## config.mk

```make
export PLATFORM = sky130hd
export DESIGN_NAME = event_queue_with_front_slot_unit
export DESIGN_NICKNAME = d
export VERILOG_FILES = /design/src/rtl/eqfs_pkg.sv /design/src/rtl/event_queue_with_front_slot_unit.sv /design/src/rtl/eqfs_ram.sv
export SDC_FILE = /design/constraint.sdc
export NUM_CORES = 1
export LEC_CHECK = 0
export CORE_AREA = 2 2 201 203
export CTS_CLUSTER_SIZE = 16
export DETAILED_ROUTE_END_ITERATION = 8
export DIE_AREA = 0 0 203 205
export DONT_BUFFER_PORTS = 1
export GPL_TIMING_DRIVEN = 0
export HOLD_SLACK_MARGIN = 0.12
export MAX_ROUTING_LAYER = met4
export SLEW_MARGIN = 20
export SYNTH_ARGS = -nofsm -noshare
export SYNTH_HDL_FRONTEND = slang
export SYNTH_SLANG_ARGS = --single-unit
```

## constraint.sdc

```tcl
create_clock -name clk -period 4 [get_ports clk]
set_input_delay 0.2 -clock clk [delete_from_list [all_inputs] [get_ports clk]]
set_output_delay 0.2 -clock clk [all_outputs]
set_load 0.01 [all_outputs]
```

## src/rtl/eqfs_pkg.sv

```systemverilog
`timescale 1ns / 1ps
`default_nettype none
// ----------------------------------------------------------------------------
// eqfs_pkg
// Shared types and constants for the event queue with front slot.
// ----------------------------------------------------------------------------
package eqfs_pkg;

  // Built ring depth and handle width
  localparam int DEPTH       = 16;
  localparam int HANDLE_BITS = 16;

  // Derived widths
  localparam int IDX_W  = (DEPTH > 1) ? $clog2(DEPTH) : 1;
  localparam int CNT_W  = $clog2(DEPTH + 1);
  localparam int CAP_W  = 5;
  localparam int WIDE_W = (CNT_W > CAP_W) ? CNT_W : CAP_W;
  localparam int OCC_W  = 5;
  localparam int HW_W   = 5;

  // Port widths
  localparam int ACT_W      = 3;
  localparam int S_TDATA_W  = 16;
  localparam int M_TDATA_W  = 32;
  localparam int M_TUSER_W  = 2;
  localparam int M_PAD_W    = M_TDATA_W - HANDLE_BITS - OCC_W - HW_W;

  localparam logic [CAP_W-1:0] CAP_RESET = CAP_W'(16);

  // Queue actions
  typedef enum logic [ACT_W-1:0] {
    ACT_PUT_FIFO = 3'd0,
    ACT_PUT_LIFO = 3'd1,
    ACT_GET      = 3'd2,
    ACT_PEEK     = 3'd3,
    ACT_FLUSH    = 3'd4
  } action_t;

  // Controller states
  typedef enum logic [1:0] {
    ST_IDLE = 2'b01,
    ST_FILL = 2'b10
  } state_t;

endpackage

`default_nettype wire

```

## src/rtl/event_queue_with_front_slot_unit.sv

```systemverilog
`timescale 1ns / 1ps
`default_nettype none
// ----------------------------------------------------------------------------
// event_queue_with_front_slot_unit
// Event-handle queue: a front holding slot plus a ring held in a RAM.
// ----------------------------------------------------------------------------
// Usage:
//   Slave stream: s_tuser carries the action (put fifo, put lifo, get, peek,
//   flush), s_tdata the event handle for puts. Master stream returns one
//   transaction per accepted item: m_tuser flags ok/event_valid, tdata the
//   front handle, occupancy and ring high-water mark.
//   Every action's result is loaded into the output register on accept; a get
//   that refills the front from the ring is offered only after the fill state,
//   because the ring RAM read at the tail index returns registered data.
//   Throughput: one item per cycle while the receiver keeps up; a refilling
//   get holds the input in the fill state while the RAM read completes.
//   The result sits in an output register; a new item is taken in the same
//   cycle the previous result is taken. If the receiver stalls, tready drops
//   once a result is waiting, and the result holds steady.
//   Reset clears pointers, counts, the front slot and sets capacity to 16;
//   ring contents are left undefined and never read before being written.
//   cfg_we writes capacity; write it only while the queue is idle.
// ----------------------------------------------------------------------------
module event_queue_with_front_slot_unit (
  input  wire logic                               clk,
  input  wire logic                               rst,
  // Configuration: capacity
  input  wire logic                               cfg_we,
  input  wire logic [eqfs_pkg::CAP_W-1:0]         cfg_wdata,
  // Input stream
  input  wire logic                               s_tvalid,
  output logic                                    s_tready,
  input  wire logic [eqfs_pkg::S_TDATA_W-1:0]     s_tdata,  // [15:0] event_in
  input  wire logic [eqfs_pkg::ACT_W-1:0]         s_tuser,  // [2:0] action
  // Output stream
  output logic                                    m_tvalid,
  input  wire logic                               m_tready,
  // [15:0] event_out, [20:16] occupancy, [25:21] high_water, [31:26] zero
  output logic      [eqfs_pkg::M_TDATA_W-1:0]     m_tdata,
  output logic      [eqfs_pkg::M_TUSER_W-1:0]     m_tuser   // [0] ok, [1] event_valid
);

  localparam int IDX_W  = eqfs_pkg::IDX_W;
  localparam int CNT_W  = eqfs_pkg::CNT_W;
  localparam int WIDE_W = eqfs_pkg::WIDE_W;
  localparam int HB     = eqfs_pkg::HANDLE_BITS;
  localparam int OCC_W  = eqfs_pkg::OCC_W;
  localparam int HW_W   = eqfs_pkg::HW_W;

  // Control and pointer registers
  eqfs_pkg::state_t            state;
  logic [eqfs_pkg::CAP_W-1:0]  capacity;
  logic [IDX_W-1:0]            head, head_next;
  logic [IDX_W-1:0]            tail, tail_next;
  logic [CNT_W-1:0]            count, count_next;
  logic [CNT_W-1:0]            peak, peak_next;
  logic [HB-1:0]               front_ev, front_ev_next;
  logic                        front_v, front_v_next;

  // Output register
  logic                        out_valid;
  logic                        out_ok, out_evalid;
  logic [HB-1:0]               out_event;
  logic [OCC_W-1:0]            out_occ;
  logic [HW_W-1:0]             out_hw;

  // Step results
  logic                        r_ok, r_evalid, refill;
  logic [HB-1:0]               r_event;
  logic                        accept;
  eqfs_pkg::action_t           act;
  logic [CNT_W-1:0]            cap;
  logic [CNT_W-1:0]            head_p1, tail_p1;
  logic [IDX_W-1:0]            head_adv, tail_adv, tail_dec;

  // RAM port
  logic                        ram_we;
  logic [IDX_W-1:0]            ram_waddr;
  logic [HB-1:0]               ram_wdata;
  logic [HB-1:0]               ram_rdata;

  eqfs_ram #(
    .WIDTH (HB),
    .DEPTH (eqfs_pkg::DEPTH)
  ) u_ring (
    .clk   (clk),
    .we    (ram_we),
    .waddr (ram_waddr),
    .wdata (ram_wdata),
    .raddr (tail),
    .rdata (ram_rdata)
  );

  // Handshake
  assign s_tready = (state == eqfs_pkg::ST_IDLE) && (!out_valid || m_tready);
  assign accept   = s_tvalid && s_tready;
  assign act      = eqfs_pkg::action_t'(s_tuser);

  // Effective capacity, clamped to the built depth
  assign cap = (WIDE_W'(capacity) > WIDE_W'(eqfs_pkg::DEPTH)) ?
               CNT_W'(eqfs_pkg::DEPTH) : CNT_W'(capacity);

  // Pointer moves with wrap at capacity
  assign head_p1  = CNT_W'(head) + CNT_W'(1);
  assign tail_p1  = CNT_W'(tail) + CNT_W'(1);
  assign head_adv = (head_p1 >= cap) ? '0 : head_p1[IDX_W-1:0];
  assign tail_adv = (tail_p1 >= cap) ? '0 : tail_p1[IDX_W-1:0];
  always_comb begin
    logic [CNT_W-1:0] cap_m1;
    cap_m1   = cap - CNT_W'(1);
    tail_dec = (tail == '0) ? cap_m1[IDX_W-1:0] : tail - IDX_W'(1);
  end

  // Action decode and next state
  always_comb begin
    head_next     = head;
    tail_next     = tail;
    count_next    = count;
    peak_next     = peak;
    front_ev_next = front_ev;
    front_v_next  = front_v;
    ram_we        = 1'b0;
    ram_waddr     = head;
    ram_wdata     = s_tdata;
    r_ok          = 1'b0;
    r_evalid      = 1'b0;
    r_event       = '0;
    refill        = 1'b0;
    unique case (act) inside
      eqfs_pkg::ACT_PUT_FIFO, eqfs_pkg::ACT_PUT_LIFO: begin
        if (!front_v) begin
          front_ev_next = s_tdata;
          front_v_next  = 1'b1;
          r_ok          = 1'b1;
        end else if (count < cap) begin
          count_next = count + CNT_W'(1);
          if (count_next > peak) begin
            peak_next = count_next;
          end
          ram_we = 1'b1;
          if (act == eqfs_pkg::ACT_PUT_FIFO) begin
            ram_waddr = head;
            ram_wdata = s_tdata;
            head_next = head_adv;
          end else begin
            // push current front back in before the tail
            ram_waddr     = tail_dec;
            ram_wdata     = front_ev;
            tail_next     = tail_dec;
            front_ev_next = s_tdata;
          end
          r_ok = 1'b1;
        end
      end
      eqfs_pkg::ACT_GET: begin
        if (front_v) begin
          r_ok     = 1'b1;
          r_evalid = 1'b1;
          r_event  = front_ev;
          if (count != '0) begin
            // front refilled from ring tail in the fill state
            count_next = count - CNT_W'(1);
            tail_next  = tail_adv;
            refill     = 1'b1;
          end else begin
            front_v_next  = 1'b0;
            front_ev_next = '0;
          end
        end
      end
      eqfs_pkg::ACT_PEEK: begin
        if (front_v) begin
          r_ok     = 1'b1;
          r_evalid = 1'b1;
          r_event  = front_ev;
        end
      end
      eqfs_pkg::ACT_FLUSH: begin
        head_next     = '0;
        tail_next     = '0;
        count_next    = '0;
        front_v_next  = 1'b0;
        front_ev_next = '0;
        r_ok          = 1'b1;
      end
      default: begin
      end
    endcase
    if (!accept) begin
      ram_we = 1'b0;
    end
  end

  // State, pointer and output registers
  always_ff @(posedge clk) begin
    if (rst) begin
      state     <= eqfs_pkg::ST_IDLE;
      capacity  <= eqfs_pkg::CAP_RESET;
      head      <= '0;
      tail      <= '0;
      count     <= '0;
      peak      <= '0;
      front_ev  <= '0;
      front_v   <= 1'b0;
      out_valid <= 1'b0;
    end else begin
      if (cfg_we) begin
        capacity <= cfg_wdata;
      end
      unique case (state)
        eqfs_pkg::ST_IDLE: begin
          if (accept) begin
            head       <= head_next;
            tail       <= tail_next;
            count      <= count_next;
            peak       <= peak_next;
            front_ev   <= front_ev_next;
            front_v    <= front_v_next;
            out_ok     <= r_ok;
            out_evalid <= r_evalid;
            out_event  <= r_event;
            out_occ    <= OCC_W'(count_next) + OCC_W'(front_v_next);
            out_hw     <= HW_W'(peak_next);
            // a waiting result is taken in this cycle whenever an item is
            if (refill) begin
              state     <= eqfs_pkg::ST_FILL;
              out_valid <= 1'b0;
            end else begin
              out_valid <= 1'b1;
            end
          end else if (m_tvalid && m_tready) begin
            out_valid <= 1'b0;
          end
        end
        eqfs_pkg::ST_FILL: begin
          front_ev  <= ram_rdata;
          out_valid <= 1'b1;
          state     <= eqfs_pkg::ST_IDLE;
        end
        default: begin
          state <= eqfs_pkg::ST_IDLE;
        end
      endcase
    end
  end

  // Output stream
  assign m_tvalid = out_valid;
  assign m_tdata  = {{eqfs_pkg::M_PAD_W{1'b0}}, out_hw, out_occ, out_event};
  assign m_tuser  = {out_evalid, out_ok};

endmodule

`default_nettype wire

```

## src/rtl/eqfs_ram.sv

```systemverilog
`timescale 1ns / 1ps
`default_nettype none
// ----------------------------------------------------------------------------
// eqfs_ram
// Generic single-write, single-read RAM with registered read data.
// ----------------------------------------------------------------------------
module eqfs_ram #(
  parameter int WIDTH = 16,
  parameter int DEPTH = 16
) (
  input  wire logic                                    clk,
  input  wire logic                                    we,
  input  wire logic [((DEPTH > 1) ? $clog2(DEPTH) : 1)-1:0] waddr,
  input  wire logic [WIDTH-1:0]                        wdata,
  input  wire logic [((DEPTH > 1) ? $clog2(DEPTH) : 1)-1:0] raddr,
  output logic      [WIDTH-1:0]                        rdata
);

  logic [WIDTH-1:0] mem [DEPTH];

  // Write port and registered read port
  always_ff @(posedge clk) begin
    if (we) begin
      mem[waddr] <= wdata;
    end
    rdata <= mem[raddr];
  end

endmodule

`default_nettype wire

```

## Yosys cells after proc, flatten, opt, wreduce, memory -nomap -nowiden

Memory sizes are Yosys's and may differ from the RTL's. A register that Yosys moved wholly into a read port is not among the register bits.
Cells that the tools add are included.

- Bits in registers: 71
- Memory bits (writable): 256
- Input bits: 29
- Output and inout bits: 36
- Logic and storage cells: 126
- Memories: 1

- Add/sub/neg operators: 7
- Magnitude comparators: 5
- Eq/ne operators: 19
- Muxes and demuxes: 56
- Bitwise gates (word level): 2
- Reduce and logical (&&, ||, !) cells: 22

Memory list:

| memory | depth | width | rd ports | clocked after Yosys merged registers in | write ports | line | source |
|---|---|---|---|---|---|---|---|
| u_ring.mem | 16 | 16 | 1 | 1 | 1 | eqfs_ram.sv:19 | `logic [WIDTH-1:0] mem [DEPTH];` |

Operators with widths:

| cell | count |
|---|---|
| 16-bit 2-to-1 mux | 10 |
| 4-bit 2-to-1 mux | 15 |
| 16-bit one-hot mux with 3 select lines | 1 |
| 5-bit 2-to-1 mux | 9 |
| 16-bit one-hot mux with 2 select lines | 1 |
| 5-bit one-hot mux with 3 select lines | 1 |
| 1-bit 2-to-1 mux | 14 |
| 2-bit != test, second input constant | 6 |
| 4-bit one-hot mux with 3 select lines | 1 |
| 4-bit by 1-bit adder with 5-bit output, second input constant | 2 |
| 5-bit greater-or-equal comparator | 2 |
| 4-bit != test, second input constant | 2 |
| 4-bit one-hot mux with 2 select lines | 1 |
| 2-bit AND reduction | 4 |
| 8-bit AND reduction | 1 |
| 4-bit by 1-bit subtractor with 4-bit output, second input constant | 2 |
| 7-bit AND reduction | 1 |
| 3-bit by 2-bit equality test with 1-bit output, second input constant | 2 |
| 3-bit != test, second input constant | 2 |
| 1-bit one-hot mux with 3 select lines | 2 |
| 6-bit AND reduction | 1 |
| 2-bit OR reduction | 3 |
| 5-bit by 1-bit adder with 5-bit output | 1 |
| 5-bit by 1-bit adder with 5-bit output, second input constant | 1 |
| 22 further kinds | 26 |

## Logic depth before layout (Yosys ltp)

Gate-level depths: netlist of run 1.

- Depth in word-level cells: 9
- Mapped depth: 11
- Gate-level depth less buffers: 11

## Modules after synthesis

Synthesis of run 1 repeated with hierarchy kept, for this count alone.

- Cells, all modules: 907
- Area total of the unflattened synthesis: 14413.8 um^2

Modules (own cells, without submodules):

| module | times used | cells an instance | area an instance (um^2) | seq. area each (um^2) |
|---|---|---|---|---|
| eqfs_ram | 1 | 432 | 10042.1 | 8007.7 |
| event_queue_with_front_slot_unit | 1 | 475 | 4371.7 | 1701.6 |

## Worst setup path after synthesis of run 1

OpenSTA, ideal clock, no wires.

- Kind: flip-flop to flip-flop
- From: reg tail[0]
- To: mem u_ring.mem[2][0], enable pin
- Library setup time: 388 ps
- Arrival: 2791 ps
- Required time: 3612 ps
- Path slack: 820 ps
- Stages on the path, launching flop included: 11
- Period minus slack after synthesis: 3180 ps
- Cells stage by stage: dfxtp_1 -> clkbuf_1 -> inv_1 -> ha_1 -> nor3b_1 -> mux2i_1 -> ha_1 -> nand2b_1 -> o32ai_1 -> nand2_1 -> nor2_1

- Word-level cells in the longest chain between the ends: 6
- Elaborated cells between the ends (all ways): 7
- Those cells by class: 1 x add/sub; 5 x mux; 1 x reduce/logical

RTL lines:

| what | line | source |
|---|---|---|
| start, declared | event_queue_with_front_slot_unit.sv:54 | `logic [IDX_W-1:0] tail, tail_next;` |
| start signal, assigned | event_queue_with_front_slot_unit.sv:214 | `tail <= tail_next;` |
| 4-bit by 1-bit subtractor with 4-bit output / 4-bit zero test (equally long branches) | event_queue_with_front_slot_unit.sv:111 | `tail_dec = (tail == '0) ? cap_m1[IDX_W-1:0] : tail - IDX_W'(1);` |
| 4-bit 2-to-1 mux * | event_queue_with_front_slot_unit.sv:111 |  |
| 4-bit 2-to-1 mux * | event_queue_with_front_slot_unit.sv:141 | `if (act == eqfs_pkg::ACT_PUT_FIFO) begin` |
| 4-bit 2-to-1 mux * | event_queue_with_front_slot_unit.sv:135 | `end else if (count < cap) begin` |
| 4-bit 2-to-1 mux * | event_queue_with_front_slot_unit.sv:131 | `if (!front_v) begin` |
| 4-bit 2-to-1 mux * | event_queue_with_front_slot_unit.sv:129 | `unique case (act) inside` |
| end, declared | eqfs_ram.sv:19 |  |

Every way passes the cells marked *; elsewhere a longest branch is shown, timed or not.

## Worst setup path after layout of run 1

- From: reg tail[0]
- To: mem u_ring.mem[11][12], enable pin

Same word-level chain as after synthesis.

==> flow_summary_export.csv, run 1 <==
group,metric,value,unit
detailed_routing,wl_met3,2000,um
clock_network,clockBufferDepth,3,
finish,final_cell_area,16800,um^2
clock_network,cts.sinks,343,
synth,yosys.area_share.simple,6.77,%
timing,hold_viol_final,0,
synth,ys_types,65,
place,placed_cells,1432,
job,max_cap_violations,0,
synth,synthCells,892,
finish,final_cells,1523,
detailed_routing,m1WireLength,14100,um
hold_path,hold_path_class,"input port to register",
setup_path,arrival,3970,ps
finish,antennaDiodeCount,0,
finish,drive_gt1_share,21.1,%
synth,synth_top_family_by_area,"multiplexers",
finish,nNetsFinal,1028,
outcome,status,"complete, no violations",
timing,rsz0062_at_grt,"false",
synth,yosysSeqAreaShare,67.0,%
synth,synth_compound_area_share,5.22,%
timing,setup_violations,0,
global_routing,grtUsageTotal,16.4,%
global_routing,grt_pass1_wl,49500,um
timing,timing.final.crit_share,93.4,%
global_routing,first_global_vias,8195,
detailed_routing,wl_met2,15800,um
clock_network,numCtsBuffers,36,
detailed_routing,dr.pass1.iters,5,
clock_network,clk_latency,530,ps
finish,area_growth,16.2,%
timing,slew_viol_final,0,
synth,synthArstFlopShare,0,%
finish,layout_commonest_cell,"edfxtp_1",
detailed_routing,vias,8023,
synth,syn_area_per_cell,16.2,um^2
power,p_leak,0.00554,uW
global_routing,overflow,0,
synth,synth_mux_area_share,15.4,%
timing,slew_headroom,34.5,%
detailed_routing,via_per_inst,5.27,
finish,layout_common_cells,"edfxtp_1, mux4_2, dfxtp_1",
place,placed_cell_area,15400,um^2
detailed_routing,wl,32500,um
clock_network,cts-root-buf,"clkbuf_16",
synth,yosys.area_share.xor_xnor,0.726,%
timing,finClkSkew,12.6,ps
synth,syn-cell-area,14500,um^2
global_routing,grt_max_degree,18,
place,dp_hpwl,22200,um
setup_path,start_kind,"register",
power,power_density,458,nW/um^2
clock_network,cts_tree,"yes",
floorplan,start_util,36.8,%
setup_path,cp_max_fo,10,
floorplan,fp-row-count,73,
setup_path,critical_path_class,"register to register",
place,numPortBuffers,0,
timing,tightest_slew,982,ps
detailed_routing,top_layer_used,"met4",
synth,yosys_most_used_dff,"edfxtp_1",
clock_network,cts.htree.levels,2,
floorplan,die_h,205,um
synth,synth_edf_count,284,
detailed_routing,drc_errors,0,
global_routing,antenna_found_initial,0,
timing,period_needed,3740,ps
timing,max_freq,268,MHz
detailed_routing,ant_nets,0,
floorplan,dieWidth,203,um
clock_network,postCtsSetupBuffers,0,
detailed_routing,drt_iter0_drc,633,
clock_network,clk_pin_slew,60,ps
floorplan,die_area,41600,um^2
floorplan,ios,65,
synth,ys_warn_count,0,
place,place.gp.congestion,0.837,
synth,ys_ff_latch,343,
synth,synthAdderAreaFrac,2.51,%
floorplan,coreArea,39400,um^2
detailed_routing,wl_per_cell,21.4,um
setup_path,required,4230,ps
setup_path,crit_path_end_kind,"register",
power,peakVddDrop,0.230,mV
flip-flops by register name, indices dropped and copies added, names as in the netlist, 16 cells and up:
signal	cells
u_ring.mem	256
out_event	16
front_ev	16
u_ring.rdata	16
cell families (layout without fill, tap and decap cells):
group | count (synthesis) | after routing
flip-flops | 343 | 343
AND/OR/NAND/NOR | 199 | 199
multiplexers | 120 | 120
AO/OA/AOI/OAI | 113 | 113
buffers and inverters | 75 | 176
adder cells (fa/ha/maj) | 29 | 29
XOR/XNOR | 12 | 12
other | 1 | 6
worst max-delay path, stage by stage, from the launching register on:
cell and delay, ps:
dfxtp_1 360, clkbuf_1 180, buf_2 330, buf_2 480, mux2i_1 310, ha_1 430, nand3b_1 170, o21ai_0 100
nand2_1 190, nor2_2 620, buf_6 240
worst paths after layout:
check	startpoint	endpoint	slack, ps	cells past startpoint
setup / recovery	tail[0]	u_ring.mem[11][12]	260	10
hold / removal	cfg_we	capacity[1]	130	3
setup reg to reg	tail[0]	u_ring.mem[11][12]	260	10
hold reg to reg	peak[1]	peak[1]	490	2
per-stage QoR:
| stage | utilization, % | hold WS, ps | worst slack (ps) | setup TNS [ps] | total power (uW) |
|---|---|---|---|---|---|
| 2_1_floorplan | - | 314 | 820 | 0 | 4350 |
| 3_3_place_gp | 38.5 | 325 | -513 | -111930 | 4470 |
| 3_5_place_dp | 39.1 | 330 | -13.5 | -89.5 | 4480 |
| 4_1_cts | 42.7 | 120 | 111 | 0 | 7770 |
| 5_1_grt | 42.8 | 157 | 2.08 | 0 | 7940 |
| 6_report | 42.8 | 133 | 263 | 0 | 7710 |
timing repair:
item,CTS,global route
setup endpoints to repair,7,37
resized for setup,1,5
gates cloned,0,0
pin swaps,0,0
endpoints found under the hold margin,58,0
hold buffers,25,0
layout make-up:
type | instances | area (um^2)
tap | 525 | 657
clock inverter | 18 | 198
buffer | 55 | 269
inverter | 20 | 75.1
clock buffer | 48 | 966
sequential | 343 | 9710
multi-input combinational | 479 | 4550
fill | 3432 | 22500
timing repair buffer | 35 | 405
metal layers:
layer | GRT usage (%) | vias to the layer above
li1 | - | 3641
met1 | 21.3 | 4058
met2 | 26.7 | 270
met3 | 2.93 | 54
met4 | 4.22 | 0
met5 | - | -
cells in the mapped netlist (4+ instances only):
library cell / number / area [um^2]
dfxtp_1: 59 / 1180
buf_2: 11 / 55.1
a221oi_1: 4 / 35.0
o21ai_0: 33 / 165
nand2_1: 52 / 195
mux2i_1: 22 / 220
a21oi_1: 17 / 85.1
nor2_1: 58 / 218
a31oi_1: 9 / 56.3
inv_1: 20 / 75.1
nor2b_1: 4 / 25.0
mux2_2: 18 / 203
nand2b_1: 13 / 81.3
nor3b_1: 4 / 30.0
nand3_1: 14 / 70.1
o21a_1: 5 / 37.5
ha_1: 29 / 363
nor4_1: 4 / 25.0
a21o_1: 7 / 52.6
and2_1: 18 / 113
xnor2_1: 9 / 78.8
buf_4: 8 / 60.1
and3_1: 5 / 31.3
edfxtp_1: 284 / 8530
a211oi_1: 7 / 52.6
clkbuf_1: 31 / 116
o31ai_1: 5 / 37.5
nor3_1: 10 / 50.1
mux4_2: 80 / 1800
where the power goes:
part / internal, uW / switching (uW)
combinational: 198 / 282
sequential: 3910 / 36.6
clock: 1910 / 1370
total: 6020 / 1690
No activity file was read; power rests on OpenSTA's default activity.
==> inputs of run 2 (changes only) <==
--- a/config.mk
+++ b/config.mk
@@ -5,14 +5,15 @@
 export SDC_FILE = /design/constraint.sdc
 export NUM_CORES = 1
 export LEC_CHECK = 0
-export CORE_AREA = 2 2 201 203
+export CORE_AREA = 2 2 156 158
 export CTS_CLUSTER_SIZE = 16
 export DETAILED_ROUTE_END_ITERATION = 8
-export DIE_AREA = 0 0 203 205
+export DIE_AREA = 0 0 158 160
 export DONT_BUFFER_PORTS = 1
 export GPL_TIMING_DRIVEN = 0
 export HOLD_SLACK_MARGIN = 0.12
 export MAX_ROUTING_LAYER = met4
+export PLACE_DENSITY = 0.77
 export SLEW_MARGIN = 20
 export SYNTH_ARGS = -nofsm -noshare
 export SYNTH_HDL_FRONTEND = slang
==> run 2 against run 1 <==
Core utilization is 27 points higher. Fmax is 3.5% lower. Hold slack better by 17 ps. Register-to-register slack worse by 140 ps. Critical path depth stayed put. Sequential power hardly changed. Largest cell class unchanged. Power is 3.3% lower. Sequential share of layout area is 1.1 points higher. Final area is 1.9% lower. Highest routed layer unchanged. Clock skew is 15 ps higher.
==> flow_summary_export.csv, run 2 (same netlist as run 1, synthesis figures left out) <==
group,metric,value,unit
job,max_cap_violations,0,
detailed_routing,ant_nets,0,
finish,final_cells,1322,
clock_network,cts_tree,"yes",
clock_network,clk_pin_slew,60,ps
setup_path,start_kind,"register",
finish,layout_commonest_cell,"edfxtp_1",
clock_network,clk_latency,540,ps
setup_path,crit_path_end_kind,"register",
power,p_leak,0.00551,uW
timing,hold_viol_final,0,
place,placed_cell_area,15100,um^2
finish,nNetsFinal,1029,
setup_path,required,4220,ps
clock_network,cts.sinks,343,
detailed_routing,wl_per_cell,25.6,um
setup_path,cp_max_fo,10,
hold_path,min_path_cells,4,
clock_network,numCtsBuffers,35,
setup_path,slowest_stage,"nor2_2",
power,peakVddDrop,0.357,mV
setup_path,worstPathCellList,"clkbuf_1, buf_2, buf_2, mux2i_1, ha_1, nand2b_1, o32ai_1, nand2_1, nor2_2, buf_8",
floorplan,dieWidth,158,um
finish,drive_gt1_share,21.0,%
floorplan,ios,65,
detailed_routing,drc_errors,0,
hold_path,min_to,"front_v",
hold_path,hold_path_class,"input port to register",
setup_path,cp_num_buf_inv,4,
detailed_routing,vias,8435,
global_routing,grt_pass1_wl,50800,um
global_routing,grt_max_degree,30,
finish,largest_reg_flops,256,
global_routing,first_global_vias,8269,
floorplan,die_area,25300,um^2
setup_path,ff2ff_path_depth,10,
clock_network,cts-root-buf,"clkbuf_16",
floorplan,coreArea,23800,um^2
power,power_density,452,nW/um^2
timing,fin_hold_ws,149,ps
global_routing,antenna_found_initial,0,
place,dp_hpwl,21400,um
timing,finalSetupTns,0,ps
timing,finClkSkew,27.8,ps
detailed_routing,wl,33900,um
setup_path,crit_path_max_incr_delay,490,ps
finish,fill_cells,1512,
place,numPortBuffers,0,
timing,timing.final.crit_share,96.8,%
floorplan,fp-row-count,57,
power,total_power,7460,uW
setup_path,r2r_slack,130,ps
finish,largest_register,"u_ring.mem",
finish,area_growth,14.0,%
outcome,status,"complete, no violations",
setup_path,reg2reg_from,"tail[0]",
place,placed_cells,1231,
timing,slew_viol_final,0,
detailed_routing,drt_iter0_drc,1001,
finish,antennaDiodeCount,0,
clock_network,cts.htree.levels,2,
timing,slew_headroom,30.9,%
timing,tightest_slew,1040,ps
global_routing,grtUsageTotal,28.4,%
finish,final_cell_area,16500,um^2
detailed_routing,via_per_inst,6.38,
timing,period_needed,3870,ps
hold_path,min_from,"s_tuser[1]",
place,place.gp.congestion,0.884,
floorplan,die_h,160,um
setup_path,arrival,4100,ps
timing,rsz0062_at_grt,"true",
timing,max_freq,258,MHz
timing,setup_violations,0,
finish,layout_common_cells,"edfxtp_1, mux4_2, dfxtp_1",
floorplan,start_util,60.8,%
setup_path,timing.rr.end,"u_ring.mem[6][4]",
setup_path,cp_top_family,"buffers and inverters",
setup_path,critical_path_class,"register to register",
global_routing,overflow,0,
detailed_routing,dr.pass1.iters,7,
clock_network,clockBufferDepth,3,
setup_path,crit_path_frequent_cell,"buf_2",
[run 2: cell types whose count changed in the layout (fill, tap and decap cells not counted), moves of 3 or more]
cell       previous run  this run
bufinv_16             3         0
clkinv_2              5         8
clkbuf_1             40        44
clkinv_1              5         1
[run 2: worst max path at each step]
stage                        endpoint        start  slack, ps  depth (start not counted)
floorplan            u_ring.mem[2][0]      tail[0]        820                         10
global placement    u_ring.mem[2][10]  capacity[4]       -390                         10
detailed placement  u_ring.mem[9][12]      tail[0]        120                         11
CTS                  u_ring.mem[9][5]      tail[0]         30                         11
global route         u_ring.mem[6][3]      tail[0]        -20                         10
finish               u_ring.mem[6][4]      tail[0]        130                         10
[run 2: stage by stage]
step	setup slack (ps)	utilization, %
6_report	127	69.3
4_1_cts	34.7	69.1
2_1_floorplan	820	-
3_5_place_dp	122	63.5
3_3_place_gp	-388	62.6
5_1_grt	-23.7	69.3
[run 2: where the power goes]
part	switching (uW)	total (uW)	internal, uW
clock network	1320	3020	1700
logic	289	485	195
registers	39.3	3950	3910
total	1650	7460	5810
[run 2: repair_timing]
item	CTS	global route
hold buffers	25	0
buffers inserted	0	2
gates resized for setup	0	5
setup endpoints to repair	0	84
hold endpoints to repair	60	0
[run 2: metal layers]
| layer | part of all wire, % | GRT usage (%) |
|---|---|---|
| met4 | 2.3 | 7.00 |
| met2 | 49 | 44.6 |
| met1 | 40 | 39.3 |
| met5 | 0 | - |
| met3 | 9.4 | 4.88 |
[run 2: worst reg2reg max path: stages, from the launching register on]
cell	delay, ps
dfxtp_1	370
clkbuf_1	230
buf_2	350
buf_2	490
mux2i_1	340
ha_1	440
nand2b_1	170
o32ai_1	160
nand2_1	290
nor2_2	500
buf_8	230
[run 2: area by class of cell]
type | count | area (um^2) | share of cell area, %
clock inverters | 13 | 108 | 0.652
inverters | 20 | 75.1 | 0.455
multi-input cells | 479 | 4560 | 27.6
repair buffers | 37 | 420 | 2.55
flip-flops and latches | 343 | 9710 | 58.8
well taps | 324 | 405 | 2.46
plain buffers | 55 | 267 | 1.61
clock buffers | 51 | 966 | 5.85
